[src/hdl/rc4_pkg.sv]
// Shared types and constants for the RC4 stream cipher core.
// Used by the controller, the datapath and the top level; no dependencies.
package rc4_pkg;

    // Default key store depth and the key length after reset.
    localparam int MAX_KEY_BYTES_DEF = 256;
    localparam logic [8:0] KEY_LEN_RESET = 9'd16;

    // Item kinds on the input channel.
    localparam logic [1:0] KIND_LOAD_KEY = 2'd0;
    localparam logic [1:0] KIND_SCHEDULE = 2'd1;
    localparam logic [1:0] KIND_DATA     = 2'd2;

    // Controller states.
    typedef enum logic [3:0] {
        ST_IDLE,
        ST_KS_READ,
        ST_KS_MIX,
        ST_KS_WR_N,
        ST_KS_WR_J,
        ST_GEN_READ_J,
        ST_GEN_SWAP,
        ST_GEN_OUT
    } t_state;

    // Datapath operations issued by the controller each cycle.
    typedef enum logic [3:0] {
        OP_NONE,
        OP_LOAD_KEY,
        OP_KS_INIT,
        OP_KS_READ,
        OP_KS_MIX,
        OP_KS_WR_N,
        OP_KS_WR_J,
        OP_GEN_START,
        OP_GEN_READ_J,
        OP_GEN_SWAP,
        OP_GEN_OUT
    } t_dp_op;

    // Status returned by the datapath.
    typedef struct packed {
        logic ks_last;
        logic out_free;
    } t_dp_status;

endpackage

[src/hdl/rc4_ctrl.sv]
// Controller state machine for the RC4 core: sequences key loads, the key
// schedule and keystream steps. Depends on rc4_pkg.
module rc4_ctrl (
    input  logic               i_clk,
    input  logic               i_rst_n,
    input  logic               i_in_valid,
    input  logic [1:0]         i_kind,
    input  rc4_pkg::t_dp_status i_status,
    output logic               o_in_stall,
    output rc4_pkg::t_dp_op    o_op
);
    import rc4_pkg::*;

    t_state r_state;
    t_state n_state;

    // State register.
    always_ff @(posedge i_clk) begin
        if (!i_rst_n) begin
            r_state <= ST_IDLE;
        end else begin
            r_state <= n_state;
        end
    end

    // Next state and datapath command.
    always_comb begin
        n_state = r_state;
        o_op    = OP_NONE;
        case (r_state)
            ST_IDLE: begin
                if (i_in_valid) begin
                    case (i_kind)
                        KIND_LOAD_KEY: begin
                            o_op = OP_LOAD_KEY;
                        end
                        KIND_SCHEDULE: begin
                            o_op    = OP_KS_INIT;
                            n_state = ST_KS_READ;
                        end
                        KIND_DATA: begin
                            o_op    = OP_GEN_START;
                            n_state = ST_GEN_READ_J;
                        end
                        default: begin
                            o_op = OP_NONE;
                        end
                    endcase
                end
            end
            ST_KS_READ: begin
                o_op    = OP_KS_READ;
                n_state = ST_KS_MIX;
            end
            ST_KS_MIX: begin
                o_op    = OP_KS_MIX;
                n_state = ST_KS_WR_N;
            end
            ST_KS_WR_N: begin
                o_op    = OP_KS_WR_N;
                n_state = ST_KS_WR_J;
            end
            ST_KS_WR_J: begin
                o_op    = OP_KS_WR_J;
                n_state = i_status.ks_last ? ST_IDLE : ST_KS_READ;
            end
            ST_GEN_READ_J: begin
                o_op    = OP_GEN_READ_J;
                n_state = ST_GEN_SWAP;
            end
            ST_GEN_SWAP: begin
                o_op    = OP_GEN_SWAP;
                n_state = ST_GEN_OUT;
            end
            ST_GEN_OUT: begin
                // Hold here until the output register can take the beat.
                if (i_status.out_free) begin
                    o_op    = OP_GEN_OUT;
                    n_state = ST_IDLE;
                end
            end
            default: begin
                n_state = ST_IDLE;
            end
        endcase
    end

    assign o_in_stall = (r_state != ST_IDLE);

endmodule

[config.mk]
export PLATFORM = sky130hd
export DESIGN_NAME = rc4_ctrl
export DESIGN_NICKNAME = d
export VERILOG_FILES = /design/src/hdl/rc4_pkg.sv /design/src/hdl/rc4_ctrl.sv
export SDC_FILE = /design/constraint.sdc
export NUM_CORES = 1
export LEC_CHECK = 0
export BUFFER_PORTS_ARGS = -buffer_cell sky130_fd_sc_hd__buf_4
export CORE_AREA = 2 2 39 41
export CTS_CLUSTER_SIZE = 14
export DETAILED_ROUTE_END_ITERATION = 12
export DIE_AREA = 0 0 41 43
export GPL_ROUTABILITY_DRIVEN = 0
export GPL_TIMING_DRIVEN = 0
export PLACE_DENSITY = 0.46
export REMOVE_ABC_BUFFERS = 1
export SYNTH_ARGS = -nofsm -noshare
export SYNTH_HDL_FRONTEND = slang
export SYNTH_SLANG_ARGS = --single-unit
[constraint.sdc]
create_clock -name i_clk -period 1.4 [get_ports i_clk]
set_input_delay 0.21 -clock i_clk [delete_from_list [all_inputs] [get_ports i_clk]]
set_output_delay 0.21 -clock i_clk [all_outputs]
set_load 0.005 [all_outputs]
=== Word level (Yosys, flattened, before mapping) ===
Cells that the tools add are included.

* $mul: 0
* Reduce and logical (&&, ||, !) cells: 4
* Shift operators: 0
* Equal/unequal tests: 12
* Order comparisons: 0
* Muxes and demuxes: 9
* Add/sub/neg operators: 0
* Divide/modulo/power cells: 0
* Bitwise gates (word level): 0

{| class="wikitable"
|+ Operators with widths
! cell !! count
|-
| $pmux W4 S8 || 2
|-
| $eq A4 B3 Y1 const B || 4
|-
| $mux W4 || 3
|-
| $pmux W3 S3 || 1
|-
| $eq A4 B2 Y1 const B || 2
|-
| $pmux W4 S2 || 1
|-
| $eq A4 B1 Y1 const B || 1
|-
| $logic_not A4 Y1 || 1
|-
| $ne A2 B2 Y1 const B || 2
|-
| $reduce_bool A4 Y1 || 1
|-
| $mux W3 || 1
|-
| $ne A3 B1 Y1 const B || 1
|-
| $reduce_and A3 Y1 || 1
|-
| $eq A2 B1 Y1 const B || 1
|-
| $eq A2 B2 Y1 const B || 1
|-
| $logic_not A2 Y1 || 1
|-
| $mux W1 || 1
|}

* ROM bits: 0
* Register bits after elaboration: 4
* Logic and storage cells: 26
* Memories: 0
* Bits of input ports: 7
* Bits in latches: 0
* Bits in writable memories: 0
* Output and inout bits: 5

=== Depth between registers and ports, before layout ===
* Depth after elaboration: 4
* Gate-level depth with buffers: 5
* Mapped depth without buffers: 5

=== Least setup slack after synthesis ===
OpenSTA, ideal clock, no wires.

* Path kind: input port to output port
* Start: input i_kind[0]
* End: output o_op[2]
* Arrival time: 911 ps
* Buffers on the path: 0
* Setup slack: 279 ps
* Required time: 1,190 ps
* Stages: 5
* Cell sequence: inv_1 ha_1 a21oi_2 or3_1 o21ai_0

* Word-level cells in the longest chain between the ends: 4

{| class="wikitable"
|+ Ends and longest elaborated chain
! item !! line !! RTL
|-
| start, declared || rc4_ctrl.sv:7 || <nowiki>input logic [1:0] i_kind,</nowiki>
|-
| $eq A2 B2 Y1, or another cell as far along || rc4_ctrl.sv:33 || <nowiki>case (i_kind)</nowiki>
|-
| $pmux W3 S3 (*) || rc4_ctrl.sv:33 ||
|-
| $mux W3 (*) || rc4_ctrl.sv:32 || <nowiki>if (i_in_valid) begin</nowiki>
|-
| $pmux W4 S8 (*) || rc4_ctrl.sv:30 || <nowiki>case (r_state)</nowiki>
|-
| end, declared || rc4_ctrl.sv:10 || <nowiki>output rc4_pkg::t_dp_op o_op</nowiki>
|}

Mark *: on every way between the ends. The rest lies on a longest branch, timed or not.

=== Worst setup path in the final report ===
* Start: register r_state[0]
* End: output o_in_stall

* Word-level cells in the longest chain between the ends: 1

{| class="wikitable"
|+ Ends and longest elaborated chain
! item !! line !! RTL
|-
| start, declared || rc4_ctrl.sv:14 || <nowiki>t_state r_state;</nowiki>
|-
| start signal, assigned || rc4_ctrl.sv:22 || <nowiki>r_state <= n_state;</nowiki>
|-
| $reduce_bool A4 Y1 || rc4_ctrl.sv:88 || <nowiki>assign o_in_stall = (r_state != ST_IDLE);</nowiki>
|-
| end, declared || rc4_ctrl.sv:9 || <nowiki>output logic o_in_stall,</nowiki>
|}

No other way between the ends.

==> results.json <==
{
  "dieWidth_um": 41,
  "drt-total-wl_um": 860,
  "drv_slew": 0,
  "ys_warn_count": 0,
  "dr.pass1.iters": 2,
  "wire_per_inst_um": 11.2,
  "largestRegisters": "r_state (3)",
  "worstPathRequired_ns": 1.19,
  "hp-class": "primary input to flip-flop",
  "largest_reg_flops": 3,
  "drive_gt1_share_pct": 47.5,
  "row_count": 14,
  "synth-compound-area-share_pct": 29.1,
  "grt-ovfl-total": 0,
  "tritoncts": "done",
  "fin_util_pct": 37.7,
  "setup_viol_count_final": 0,
  "fill_cells": 156,
  "fin_crit_ns": 1.36,
  "area_growth_pct": 61.6,
  "grt_max_degree": 14,
  "ys_seq_elements": 3,
  "numCtsBuffers": 3,
  "p_leak_nw": 0.245,
  "synth-simple-area-share_pct": 22.9,
  "detail-route-antenna-nets": 0,
  "crit_type": "flip-flop to output port",
  "fp.dieH_um": 43,
  "routed_via_density": 4.56,
  "io_pins": 12,
  "place_ws_ns": -0.0323,
  "portBuffers": 11,
  "antenna_found_initial": 0,
  "dpl.hpwl_um": 534,
  "cts.sinks": 3,
  "final_nets": 73,
  "cts_buffer_depth": 2,
  "drt_iter0_drc": 4,
  "die_area_sq_um": 1760,
  "status": "completed",
  "rsz0062_at_grt": "yes",
  "drc_errors": 0,
  "hold_buffers": 0,
  "muxShareOfSynthArea_pct": 0,
  "start_util_pct": 23.3,
  "fin_crit_sh_pct": 97.1,
  "first_global_vias": 306,
  "p_per_area_nw_per_um2": 1080,
  "r2r_slack_ns": 0.29,
  "crit_fanout": 6,
  "synth_area_leaders": "dfxtp_1 (19%), ha_1 (16%), o21ai_0 (9.3%)",
  "synth_area_sq_um": 323,
  "htree_levels": 1,
  "fin_setup_tns_ns": 0,
  "setup_slack_ns": 0.0403,
  "startpoint_type": "flip-flop",
  "max_cap_violations": 0,
  "num_vias": 351,
  "ys_types": 18,
  "grt_use_total_pct": 10.0,
  "tightest_slew_ns": 0.229,
  "ir_drop_mv": 0.243,
  "regMostFlops": "r_state",
  "hold_violations": 0,
  "yosysSeqAreaShare_pct": 18.6,
  "path_clk_slew_ns": 0.03,
  "synth_xor_xnor_area_share_pct": 0,
  "clkLatencyLatePin_ns": 0.23,
  "cp.arrival_ns": 1.15,
  "clock-root-buffer": "clkbuf_4",
  "synthCells": 42,
  "core_area_sq_um": 1380,
  "synth_top_area_share_pct": 18.6,
  "synth-adder-area-share_pct": 15.5,
  "design_area_sq_um": 522,
  "yosysTopAreaCell": "dfxtp_1",
  "crit_path_end_kind": "output port",
  "slew_headroom_pct": 84.5,
  "antenna_cells": 0,
  "grt_pass1_wl_um": 1240,
  "fin_skew_ns": 0.000316,
  "postPlaceCellArea_sq_um": 399,
  "clock.fmax_mhz": 735,
  "synth_top_family_by_area": "compound AO/OA/AOI/OAI gates",
  "synth.avg_cell_area_sq_um": 7.69
}
[power by group]
group          switching (W)  total (W)  internal, W
Clock              0.0000449   0.000152     0.000107
Sequential         0.0000287   0.000135     0.000106
Combinational       0.000107   0.000279     0.000172
[critical path, cell delays in order (launching register included)]
cell,delay (ns)
dfxtp_4,0.35
buf_6,0.12
or3_4,0.32
buf_6,0.12
[area by class of cell]
class	instances	area (sq um)	share of cell area, %
clock buffers	4	26.3	5.04
inverters	5	18.8	3.60
multi-input cells	31	239	45.8
flip-flops and latches	3	71.3	13.7
well taps	16	20.0	3.84
repair buffers	18	146	28.1
[layer usage]
| layer | vias to the layer above | GRT usage [%] | wire length (um) |
|---|---|---|---|
| met3 | 0 | 2.09 | 44 |
| li1 | 188 | - | - |
| met1 | 154 | 13.3 | 396 |
| met2 | 9 | 14.1 | 419 |
| met5 | - | 0 | 0 |
| met4 | 0 | 6.00 | 0 |
[cells by family (layout without fill, tap and decap cells)]
| group | after synthesis | in the layout |
|---|---|---|
| buf+inv | 8 | 27 |
| compound gates | 15 | 15 |
| flops | 3 | 3 |
| simple gates | 12 | 12 |
| fa+ha+maj | 4 | 4 |
[path summary, 6_finish.rpt]
path	startpoint	cells past startpoint	end
setup / recovery	r_state[0]	3	o_in_stall
hold / removal	i_rst_n	2	r_state[0]
setup reg to reg	r_state[1]	5	r_state[2]
hold reg to reg	r_state[0]	2	r_state[1]
[cells in the final DEF, fill, tap and decap left out, drive strengths merged]
cell and count:
inv 5, o31a 1, or3 2, a31oi 2
o21ai 6, or2b 2, o31ai 2, clkbuf 4
nor4 1, nand2 1, o311ai 1, a21oi 3
nor2 3, dfxtp 3, and3 3, buf 18
ha 4
[synthesized netlist by cell type]
| master | count |
|---|---|
| inv_1 | 5 |
| buf_6 | 1 |
| o31a_1 | 1 |
| or3_1 | 2 |
| nor2_1 | 3 |
| nand2_1 | 1 |
| a31oi_1 | 2 |
| ha_1 | 4 |
| o21ai_0 | 6 |
| a21oi_1 | 2 |
| o31ai_1 | 2 |
| or2b_1 | 2 |
| nor4_2 | 1 |
| o311ai_1 | 1 |
| dfxtp_1 | 3 |
| buf_4 | 2 |
| a21oi_2 | 1 |
| and3_1 | 3 |
[timing repair]
action,4_1_cts,5_1_grt
endpoints found under the hold margin,0,0
gates cloned,0,0
setup buffers,4,3
resized for setup,8,13
endpoints found under the setup margin,4,4
pin swaps,1,1
[per-stage QoR]
| stage | instances | total power, W | hold slack, ns |
|---|---|---|---|
| 6_report | 77 | 0.000565 | 0.218 |
| 5_1_grt | 77 | 0.000618 | 0.209 |
| 4_1_cts | 74 | 0.000516 | 0.213 |
| 3_5_place_dp | 66 | 0.000322 | 0.461 |
| 3_3_place_gp | 66 | 0.000322 | 0.466 |
| 2_1_floorplan | 39 | 0.000225 | 0.348 |
(Power assumes the default switching activity.)
